### src/itsq_pkg.sv
// ----------------------------------------------------------------------------
// itsq_pkg
// Shared widths, codes and defaults for the interval timer sequencer.
// ----------------------------------------------------------------------------
package itsq_pkg;

  localparam int RND_W  = 16;   // random draw width
  localparam int LEN_W  = 8;    // phase lengths, counts
  localparam int DIV_W  = LEN_W + 1;  // hi - lo + 1 reaches 256
  localparam int CFG_IW = 3;

  localparam int START_COUNT_DEF  = 5;
  localparam int WARN_SECONDS_DEF = 3;

  // event codes
  localparam logic [1:0] EV_TICK  = 2'd0;
  localparam logic [1:0] EV_START = 2'd1;
  localparam logic [1:0] EV_PAUSE = 2'd2;
  localparam logic [1:0] EV_SKIP  = 2'd3;

  // phase codes
  localparam logic [2:0] PH_IDLE   = 3'd0;
  localparam logic [2:0] PH_PRE    = 3'd1;
  localparam logic [2:0] PH_WORK   = 3'd2;
  localparam logic [2:0] PH_REST   = 3'd3;
  localparam logic [2:0] PH_WORK_P = 3'd4;
  localparam logic [2:0] PH_REST_P = 3'd5;

  // beep codes
  localparam logic [2:0] BP_NONE  = 3'd0;
  localparam logic [2:0] BP_START = 3'd1;
  localparam logic [2:0] BP_REST  = 3'd2;
  localparam logic [2:0] BP_SWARN = 3'd3;
  localparam logic [2:0] BP_EWARN = 3'd4;
  localparam logic [2:0] BP_DONE  = 3'd5;

  // repeat modes
  localparam logic [1:0] RM_FOREVER = 2'd0;
  localparam logic [1:0] RM_ROUNDS  = 2'd1;
  localparam logic [1:0] RM_SECONDS = 2'd2;

  // register indexes
  localparam logic [CFG_IW-1:0] REG_WORK_MIN   = 3'd0;
  localparam logic [CFG_IW-1:0] REG_WORK_MAX   = 3'd1;
  localparam logic [CFG_IW-1:0] REG_REST_MIN   = 3'd2;
  localparam logic [CFG_IW-1:0] REG_REST_MAX   = 3'd3;
  localparam logic [CFG_IW-1:0] REG_REPEAT_MD  = 3'd4;
  localparam logic [CFG_IW-1:0] REG_REPEAT_LIM = 3'd5;
  localparam logic [CFG_IW-1:0] REG_START_WARN = 3'd6;
  localparam logic [CFG_IW-1:0] REG_END_WARN   = 3'd7;

endpackage

### src/itsq_rem_unit.sv
// ----------------------------------------------------------------------------
// itsq_rem_unit
// Restoring remainder unit: one dividend bit per cycle, over all RND_W dividend bits.
// ----------------------------------------------------------------------------
module itsq_rem_unit (
  input  logic                            clk,
  input  logic                            rst,
  input  logic                            start,
  input  logic [itsq_pkg::RND_W-1:0]      dividend,
  input  logic [itsq_pkg::DIV_W-1:0]      divisor,
  output logic                            busy,
  output logic                            done,
  output logic [itsq_pkg::LEN_W-1:0]      remainder
);

  localparam int CNT_W = $clog2(itsq_pkg::RND_W);
  localparam logic [CNT_W-1:0] CNT_LAST = CNT_W'(itsq_pkg::RND_W - 1);

  logic [itsq_pkg::RND_W-1:0] dvd;
  logic [itsq_pkg::DIV_W-1:0] dvs;
  logic [itsq_pkg::LEN_W-1:0] rem;
  logic [CNT_W-1:0]           cnt;
  logic [itsq_pkg::DIV_W-1:0] shifted;
  logic [itsq_pkg::DIV_W-1:0] diff;
  logic [itsq_pkg::LEN_W-1:0] rem_next;

  assign shifted  = {rem, dvd[itsq_pkg::RND_W-1]};
  assign diff     = shifted - dvs;
  // partial remainder stays below the divisor, so it fits LEN_W bits
  assign rem_next = (shifted >= dvs) ? diff[itsq_pkg::LEN_W-1:0]
                                     : shifted[itsq_pkg::LEN_W-1:0];

  always_ff @(posedge clk) begin
    if (rst) begin
      busy <= 1'b0;
      done <= 1'b0;
      cnt  <= '0;
    end else begin
      done <= 1'b0;
      if (start && !busy) begin
        busy <= 1'b1;
        cnt  <= '0;
      end else if (busy) begin
        cnt <= cnt + 1'b1;
        if (cnt == CNT_LAST) begin
          busy <= 1'b0;
          done <= 1'b1;
        end
      end
    end
  end

  always_ff @(posedge clk) begin
    if (start && !busy) begin
      dvd <= dividend;
      dvs <= divisor;
      rem <= '0;
    end else if (busy) begin
      dvd <= {dvd[itsq_pkg::RND_W-2:0], 1'b0};
      rem <= rem_next;
    end
  end

  assign remainder = rem;

  a_done_after_busy: assert property (@(posedge clk) disable iff (rst)
    done |-> $past(busy))
    else $error("remainder done without a running division");

  a_rem_below_divisor: assert property (@(posedge clk) disable iff (rst)
    (done && dvs != '0) |-> ({1'b0, rem} < dvs))
    else $error("remainder not below divisor");

  a_no_start_busy: assert property (@(posedge clk) disable iff (rst)
    busy |-> !start)
    else $error("start while division is running");

endmodule

### src/interval_timer_sequencer.sv
// ----------------------------------------------------------------------------
// interval_timer_sequencer
// Work/rest interval timer with optional precount, random phase lengths
// and a round or seconds limit. One result per event.
// ----------------------------------------------------------------------------
// An accepted event launches the bit-serial remainder draw; its result is
//   registered on commit, once the draw is done and the output is free.
// Input stall stays high while busy, so a new event waits until the last commits.
// A pending result holds in the output register while the next event runs.
// Reset (rst, synchronous): idle phase, counters zero, registers to defaults.
module interval_timer_sequencer #(
  parameter int START_COUNT  = itsq_pkg::START_COUNT_DEF,
  parameter int WARN_SECONDS = itsq_pkg::WARN_SECONDS_DEF
) (
  input  logic                              clk,
  input  logic                              rst,
  // config write channel
  input  logic                              cfg_valid,
  output logic                              cfg_ready,
  input  logic [itsq_pkg::CFG_IW-1:0]       cfg_index,
  input  logic [itsq_pkg::LEN_W-1:0]        cfg_data,
  // event channel
  input  logic                              in_valid,
  output logic                              in_stall,
  input  logic [1:0]                        mode,
  input  logic [itsq_pkg::RND_W-1:0]        random_value,
  // result channel
  output logic                              out_valid,
  input  logic                              out_stall,
  output logic [2:0]                        phase,
  output logic [itsq_pkg::LEN_W-1:0]        time_left,
  output logic [itsq_pkg::LEN_W-1:0]        limit_left,
  output logic [2:0]                        beep
);

  localparam int LW = itsq_pkg::LEN_W;

  typedef enum logic [1:0] {S_IDLE, S_CALC, S_HOLD} state_t;

  state_t state;

  // configuration
  logic [LW-1:0] work_min, work_max, rest_min, rest_max, repeat_limit;
  logic [1:0]    repeat_mode;
  logic          start_warn_on, end_warn_on;

  // timer state
  logic [2:0]    phase_reg;
  logic [LW-1:0] work_left, rest_left, precount_left, limit_count;

  // captured event
  logic [1:0]    ev;
  logic          sel_rest;

  // remainder unit
  logic                        rem_start, rem_busy, rem_done;
  logic [itsq_pkg::DIV_W-1:0]  rem_divisor;
  logic [LW-1:0]               rem_value;

  // next-state values
  logic [2:0]    phase_next, beep_next;
  logic [LW-1:0] work_left_next, rest_left_next, precount_left_next, limit_count_next;
  logic [LW-1:0] time_left_next, limit_dec, draw_len, lo_sel, hi_sel;
  logic [LW-1:0] work_dec, rest_dec;
  logic          in_xfer, commit, counting;

  assign in_xfer   = in_valid && !in_stall;
  assign in_stall  = (state != S_IDLE);
  assign cfg_ready = (state == S_IDLE);
  assign commit    = (state == S_HOLD) && (!out_valid || !out_stall);

  // bounds for the draw: a tick during work draws rest, anything else draws work
  logic          draw_rest_now;
  logic [LW-1:0] lo_now, hi_now;
  assign draw_rest_now = (mode == itsq_pkg::EV_TICK) && (phase_reg == itsq_pkg::PH_WORK);
  assign lo_now        = draw_rest_now ? rest_min : work_min;
  assign hi_now        = draw_rest_now ? rest_max : work_max;
  assign rem_start     = in_xfer;
  assign rem_divisor   = {1'b0, hi_now} - {1'b0, lo_now} + 1'b1;

  itsq_rem_unit u_rem (
    .clk       (clk),
    .rst       (rst),
    .start     (rem_start),
    .dividend  (random_value),
    .divisor   (rem_divisor),
    .busy      (rem_busy),
    .done      (rem_done),
    .remainder (rem_value)
  );

  assign lo_sel    = sel_rest ? rest_min : work_min;
  assign hi_sel    = sel_rest ? rest_max : work_max;
  assign draw_len  = (hi_sel <= lo_sel) ? lo_sel : lo_sel + rem_value;
  assign limit_dec = (limit_count != '0) ? limit_count - 1'b1 : '0;
  assign work_dec  = work_left - 1'b1;
  assign rest_dec  = rest_left - 1'b1;
  assign counting  = (repeat_mode == itsq_pkg::RM_ROUNDS) ||
                     (repeat_mode == itsq_pkg::RM_SECONDS);

  always_comb begin
    phase_next         = phase_reg;
    work_left_next     = work_left;
    rest_left_next     = rest_left;
    precount_left_next = precount_left;
    limit_count_next   = limit_count;
    beep_next          = itsq_pkg::BP_NONE;
    unique case (ev)
      itsq_pkg::EV_START: begin
        work_left_next   = draw_len;
        limit_count_next = repeat_limit;
        if (start_warn_on) begin
          phase_next         = itsq_pkg::PH_PRE;
          precount_left_next = LW'(START_COUNT);
        end else begin
          phase_next = itsq_pkg::PH_WORK;
        end
      end
      itsq_pkg::EV_PAUSE: begin
        unique case (phase_reg)
          itsq_pkg::PH_WORK:   phase_next = itsq_pkg::PH_WORK_P;
          itsq_pkg::PH_REST:   phase_next = itsq_pkg::PH_REST_P;
          itsq_pkg::PH_WORK_P: phase_next = itsq_pkg::PH_WORK;
          itsq_pkg::PH_REST_P: phase_next = itsq_pkg::PH_REST;
          default:             phase_next = phase_reg;
        endcase
      end
      itsq_pkg::EV_SKIP: begin
        if (phase_reg == itsq_pkg::PH_WORK) work_left_next = '0;
        else if (phase_reg == itsq_pkg::PH_REST) rest_left_next = '0;
      end
      default: begin
        if (phase_reg == itsq_pkg::PH_PRE) begin
          if (precount_left > LW'(1)) begin
            precount_left_next = precount_left - 1'b1;
            beep_next          = itsq_pkg::BP_SWARN;
          end else begin
            phase_next = itsq_pkg::PH_WORK;
            beep_next  = itsq_pkg::BP_START;
          end
        end else if (phase_reg == itsq_pkg::PH_WORK) begin
          if (work_left != '0) begin
            work_left_next = work_dec;
            if (end_warn_on && ({1'b0, work_dec} < (LW+1)'(WARN_SECONDS)))
              beep_next = itsq_pkg::BP_EWARN;
          end else begin
            phase_next     = itsq_pkg::PH_REST;
            rest_left_next = draw_len;
            if (repeat_mode == itsq_pkg::RM_ROUNDS) limit_count_next = limit_dec;
            beep_next      = itsq_pkg::BP_REST;
          end
          if (repeat_mode == itsq_pkg::RM_SECONDS) limit_count_next = limit_dec;
        end else if (phase_reg == itsq_pkg::PH_REST) begin
          if (rest_left != '0) begin
            rest_left_next = rest_dec;
            if (start_warn_on && ({1'b0, rest_dec} < (LW+1)'(WARN_SECONDS)))
              beep_next = itsq_pkg::BP_SWARN;
          end else begin
            phase_next     = itsq_pkg::PH_WORK;
            work_left_next = draw_len;
            beep_next      = itsq_pkg::BP_START;
          end
          if (repeat_mode == itsq_pkg::RM_SECONDS) limit_count_next = limit_dec;
        end
      end
    endcase

    // limit reached: stop, and announce it if a run was active
    if (counting && limit_count_next == '0) begin
      if (phase_next == itsq_pkg::PH_WORK || phase_next == itsq_pkg::PH_REST)
        beep_next = itsq_pkg::BP_DONE;
      phase_next = itsq_pkg::PH_IDLE;
    end

    if (phase_next == itsq_pkg::PH_PRE)
      time_left_next = precount_left_next;
    else if (phase_next == itsq_pkg::PH_WORK || phase_next == itsq_pkg::PH_WORK_P)
      time_left_next = work_left_next;
    else if (phase_next == itsq_pkg::PH_REST || phase_next == itsq_pkg::PH_REST_P)
      time_left_next = rest_left_next;
    else
      time_left_next = '0;
  end

  always_ff @(posedge clk) begin
    if (rst) begin
      state         <= S_IDLE;
      out_valid     <= 1'b0;
      work_min      <= LW'(10);
      work_max      <= LW'(60);
      rest_min      <= LW'(5);
      rest_max      <= LW'(30);
      repeat_mode   <= itsq_pkg::RM_ROUNDS;
      repeat_limit  <= LW'(3);
      start_warn_on <= 1'b1;
      end_warn_on   <= 1'b1;
      phase_reg     <= itsq_pkg::PH_IDLE;
      work_left     <= '0;
      rest_left     <= '0;
      precount_left <= '0;
      limit_count   <= '0;
      ev            <= itsq_pkg::EV_TICK;
      sel_rest      <= 1'b0;
    end else begin
      if (cfg_valid && cfg_ready) begin
        unique case (cfg_index)
          itsq_pkg::REG_WORK_MIN:   work_min      <= cfg_data;
          itsq_pkg::REG_WORK_MAX:   work_max      <= cfg_data;
          itsq_pkg::REG_REST_MIN:   rest_min      <= cfg_data;
          itsq_pkg::REG_REST_MAX:   rest_max      <= cfg_data;
          itsq_pkg::REG_REPEAT_MD:  repeat_mode   <= cfg_data[1:0];
          itsq_pkg::REG_REPEAT_LIM: repeat_limit  <= cfg_data;
          itsq_pkg::REG_START_WARN: start_warn_on <= cfg_data[0];
          itsq_pkg::REG_END_WARN:   end_warn_on   <= cfg_data[0];
          default: ;
        endcase
      end

      // raise a result on commit, drop it once its transfer completes
      if (commit) out_valid <= 1'b1;
      else if (out_valid && !out_stall) out_valid <= 1'b0;

      unique case (state)
        S_IDLE: begin
          if (in_xfer) begin
            ev       <= mode;
            sel_rest <= draw_rest_now;
            state    <= S_CALC;
          end
        end
        S_CALC: begin
          if (rem_done) state <= S_HOLD;
        end
        S_HOLD: begin
          if (commit) begin
            phase_reg     <= phase_next;
            work_left     <= work_left_next;
            rest_left     <= rest_left_next;
            precount_left <= precount_left_next;
            limit_count   <= limit_count_next;
            phase         <= phase_next;
            time_left     <= time_left_next;
            limit_left    <= limit_count_next;
            beep          <= beep_next;
            state         <= S_IDLE;
          end
        end
        default: state <= S_IDLE;
      endcase
    end
  end

  a_calc_runs_divider: assert property (@(posedge clk) disable iff (rst)
    (state == S_CALC && !rem_done) |-> rem_busy)
    else $error("sequencer waiting on an idle remainder unit");

  a_accept_starts_calc: assert property (@(posedge clk) disable iff (rst)
    in_xfer |=> (state == S_CALC))
    else $error("accepted event did not start a draw");

  a_limit_stops: assert property (@(posedge clk) disable iff (rst)
    (commit && counting && limit_count_next == '0) |=> (phase_reg == itsq_pkg::PH_IDLE))
    else $error("timer kept running with exhausted limit");

  a_phase_legal: assert property (@(posedge clk) disable iff (rst)
    commit |=> (phase_reg <= itsq_pkg::PH_REST_P))
    else $error("phase register out of range");

endmodule

### config.mk
export PLATFORM = sky130hd
export DESIGN_NAME = interval_timer_sequencer
export DESIGN_NICKNAME = d
export VERILOG_FILES = /design/src/itsq_pkg.sv /design/src/itsq_rem_unit.sv /design/src/interval_timer_sequencer.sv
export SDC_FILE = /design/constraint.sdc
export NUM_CORES = 1
export LEC_CHECK = 0
export ABC_AREA = 1
export BUFFER_PORTS_ARGS = -buffer_cell sky130_fd_sc_hd__buf_4
export CORE_MARGIN = 2
export CORE_UTILIZATION = 55
export DETAILED_ROUTE_END_ITERATION = 8
export GPL_ROUTABILITY_DRIVEN = 0
export GPL_TIMING_DRIVEN = 0
export HOLD_SLACK_MARGIN = 0.08
export PLACE_DENSITY = 0.76
export SYNTH_ARGS = -nofsm -noshare
export SYNTH_HDL_FRONTEND = slang
export SYNTH_SLANG_ARGS = --single-unit
### constraint.sdc
create_clock -name clk -period 3.07 [get_ports clk]
set_clock_uncertainty 0.1 [all_clocks]
set_input_delay 0.614 -clock clk [delete_from_list [all_inputs] [get_ports clk]]
set_output_delay 0.614 -clock clk [all_outputs]
set_load 0.01 [all_outputs]
==> summary.txt <==
Run status
  • Status: finished, violations left
  • Failing checks: negative setup slack

Synth
  • Post-synth top flop: dfxtp_1
  • Synth cell count leaders: nand2_1, inv_1, o21ai_0, nor2_1, a21oi_1
  • Top cells by area, synth: dfxtp_1, edfxtp_1, nand2_1, o21ai_0, inv_1
  • Yosys top cell area share: 20.8%
  • Ys Warns: 0
  • Post-Syn Area: 9530 um^2
  • Net count after synthesis: 1,442
  • Post-Synthesis Cells: 1,351
  • Avg Cell Area, Syn: 7.06 um^2
  • Synth area leader: dfxtp_1
  • Fraction of registers with async set/reset: 0%
  • Post-synth EDFFs: 47
  • Sequential area share after synthesis: 35.6%
  • Seq cells post-synth: 146
  • Top-count cell post-synth: nand2_1
  • Yosys cell types: 58

Flow run
  • Max_cap viols: 0

Critical path
  • CP bufs+invs: 5
  • Reg2Reg Depth: 20
  • Most used cell, CP: nor2_1
  • Worst R2R Start: phase_reg[1]
  • Critical path's slowest cell: dfxtp_4
  • Critical path class: flip-flop to flip-flop
  • Worst EP arrival: 3270 ps
  • Nature of the critical path endpoint: flip-flop
  • Stages on worst setup path: 20
  • Largest delay contributor family on the critical path: simple AND/OR/NAND/NOR gates
  • Crit Reg-Reg Endpoint: u_rem.dvs[8]
  • Critical path required time: 3160 ps
  • Critical Path Start Type: flip-flop
  • FF-to-FF setup slack: -100 ps
  • Slowest Stage Delay on Critical Path: 370 ps
  • Worst-path maximum fanout: 10
  • Cells along the critical path: inv_4, nor2_4, inv_4, nor2_4, buf_6, nand2_8, buf_8, a21oi_2, ha_1, ha_4, a21oi_1, nand2_2, a21oi_2, inv_1, a21oi_2, nor2_1, nor2_1, nor2_1, nor2_1, xor2_1

Min path
  • Worst hold path type: input pin to flip-flop
  • Worst hold start: random_value[1]
  • Hold path cells: 3
  • Hold Path End: u_rem.dvd[1]

Finish
  • Final nets: 1,538
  • Fillers: 1,473
  • Biggest regs: u_rem.dvd (16), u_rem.dvs (9)
  • Post-layout util: 66.5%
  • Share of layout cells above drive strength 1: 15.9%
  • Area delta synth->final: 19.4%
  • Max FFs per register: 16
  • Sequential cell area: 3400 um^2
  • Non-Filler Instances: 1,685
  • # diodes: 0
  • Largest register by flop count: u_rem.dvd
  • Multi-input gate area: 5440 um^2

Timing
  • Max Clock Freq: 315 MHz
  • Fin crit period: 3170 ps
  • Final Hold Vio Count: 0
  • RSZ-0062 raised after global routing: yes
  • Final setup viols: 2
  • Worst Hold Margin: 333 ps
  • Worst slew margin: 42.8%
  • Setup WS post-layout: -104 ps
  • Final period util: 103%
  • Final TNS setup: -130 ps
  • Slew Limit Fails: 0
  • Worst slew pin tran: 844 ps

Drt
  • Drt first pass iters: 6
  • Initial drt markers: 1,151
  • DR vias/cell: 5.66
  • Total Routed Length: 27.2 mm
  • Via count: 9,543
  • Detail Route Antenna Nets: 0
  • DR DRC count: 0
  • Wirelength per Cell: 16.1 um

Power
  • Maximum VDD drop: 0.000405 V
  • Design Power: 0.00557 W
  • Power density cells: 489 nW/um^2
  • Leak: 5.54 nW

Die
  • Core area: 17,100 um^2
  • IO Pins: 59
  • FP Rows: 48
  • Starting density of the core: 55.7%
  • Die area: 18,400 um^2
  • Die width: 136 um
  • Die height: 136 um

Clock network
  • Worst-path clk slew: 70 ps
  • Cts bufs inserted: 17
  • CTS Buffer Depth: 2
  • CTS tree: done
  • Root Driver: clkbuf_16
  • Clk sinks: 146
  • H-tree Lvls: 4
  • Clock insertion delay at the later pin of the skew report: 440 ps

Global route
  • Initial antenna violation count: 0
  • Total Routing Usage GR: 29.2%
  • First-pass GRT wire length: 42.1 mm
  • Largest net degree at the start of global routing: 19
  • Vias in the first global route: 8,461
  • Total grt overflow: 0

Placed design
  • Dpl cells: 1,634
  • Port Buf Inserts: 57
  • Final HPWL DP: 19.5 mm
## logic make-up (layout without fill, tap and decap cells)
family / Yosys count / count (layout) / share of synthesized area, %
compound gates: 295 / 295 / 16.9
buf+inv: 242 / 351 / 9.80
mux: 1 / 1 / 0.105
fa+ha+maj: 57 / 57 / 7.72
flops: 146 / 146 / 35.6
xor+xnor: 32 / 32 / 3.14
simple gates: 578 / 578 / 26.7
## stage by stage
step | area (um^2) | setup slack [ps]
after detailed placement | 10300 | -581
final | 11400 | -104
after CTS | 11100 | 17.8
after global placement | 10300 | -554
after floorplan | 9560 | 0.661
after global routing | 11400 | -239
## layer usage
metal | share of wire (%) | global-route usage, %
met5 | 0 | 0
met4 | 3.1 | 10.1
met3 | 8.7 | 5.42
met2 | 45 | 45.3
met1 | 43 | 40.9
## power breakdown
group          switching (W)  internal [W]  leakage, nW  total [W]
combinational       0.000784      0.000442         3.99    0.00123
clock               0.000987       0.00118        0.300    0.00216
sequential         0.0000732       0.00211         1.25    0.00218
## worst max-delay path by stage
| stage | start | end | slack, ps |
|---|---|---|---|
| 2_1_floorplan | phase_reg[1] | u_rem.dvs[7] | 0.7 |
| 3_3_place_gp | phase_reg[1] | u_rem.dvs[7] | -550 |
| 3_5_place_dp | sel_rest | time_left[6] | -580 |
| 4_1_cts | sel_rest | time_left[5] | 20 |
| 5_1_grt | phase_reg[1] | u_rem.dvs[8] | -240 |
| 6_report | phase_reg[1] | u_rem.dvs[8] | -100 |
## placed cells by master (no fill, tap or decap), drive strengths merged, types with 5 or more instances in the layout
cell	Yosys	layout
ha	54	54
xor2	27	27
clkinv	3	6
o21ai	144	144
dfxtp	99	99
inv	197	208
nor2	126	126
nand2	324	324
a21oi	111	111
nand3	74	74
o211ai	9	9
nand4	29	29
a31oi	5	5
edfxtp	47	47
xnor2	5	5
clkbuf	32	48
buf	10	88
nor3	16	16
## area by class of cell
type,instances,share of cell area [%]
Buffer,42,2.29
Inverter,200,6.69
Clock buffer,17,3.74
Multi-Input combinational cell,963,47.8
Tap cell,225,2.47
Sequential cell,146,29.9
Timing Repair Buffer,77,5.49
Clock inverter,15,1.61
## worst reg2reg max path, cell delays in order, from the launching register on
cell and delay (ps):
dfxtp_4 370, inv_4 40, nor2_4 100, inv_4 60, nor2_4 120, buf_6 130, nand2_8 80, buf_8 170
a21oi_2 200, ha_1 290, ha_4 270, a21oi_1 180, nand2_2 100, a21oi_2 140, inv_1 60, a21oi_2 140
nor2_1 60, nor2_1 80, nor2_1 40, nor2_1 120, xor2_1 70
## what timing repair did
action	4_1_cts	5_1_grt
setup endpoints to repair	30	45
cloned	2	2
endpoints found under the hold margin	0	0
hold buffers	0	0
gates resized for setup	55	66
buffers inserted	5	10
pin swaps	5	21
No activity file was read; power rests on OpenSTA's default activity.
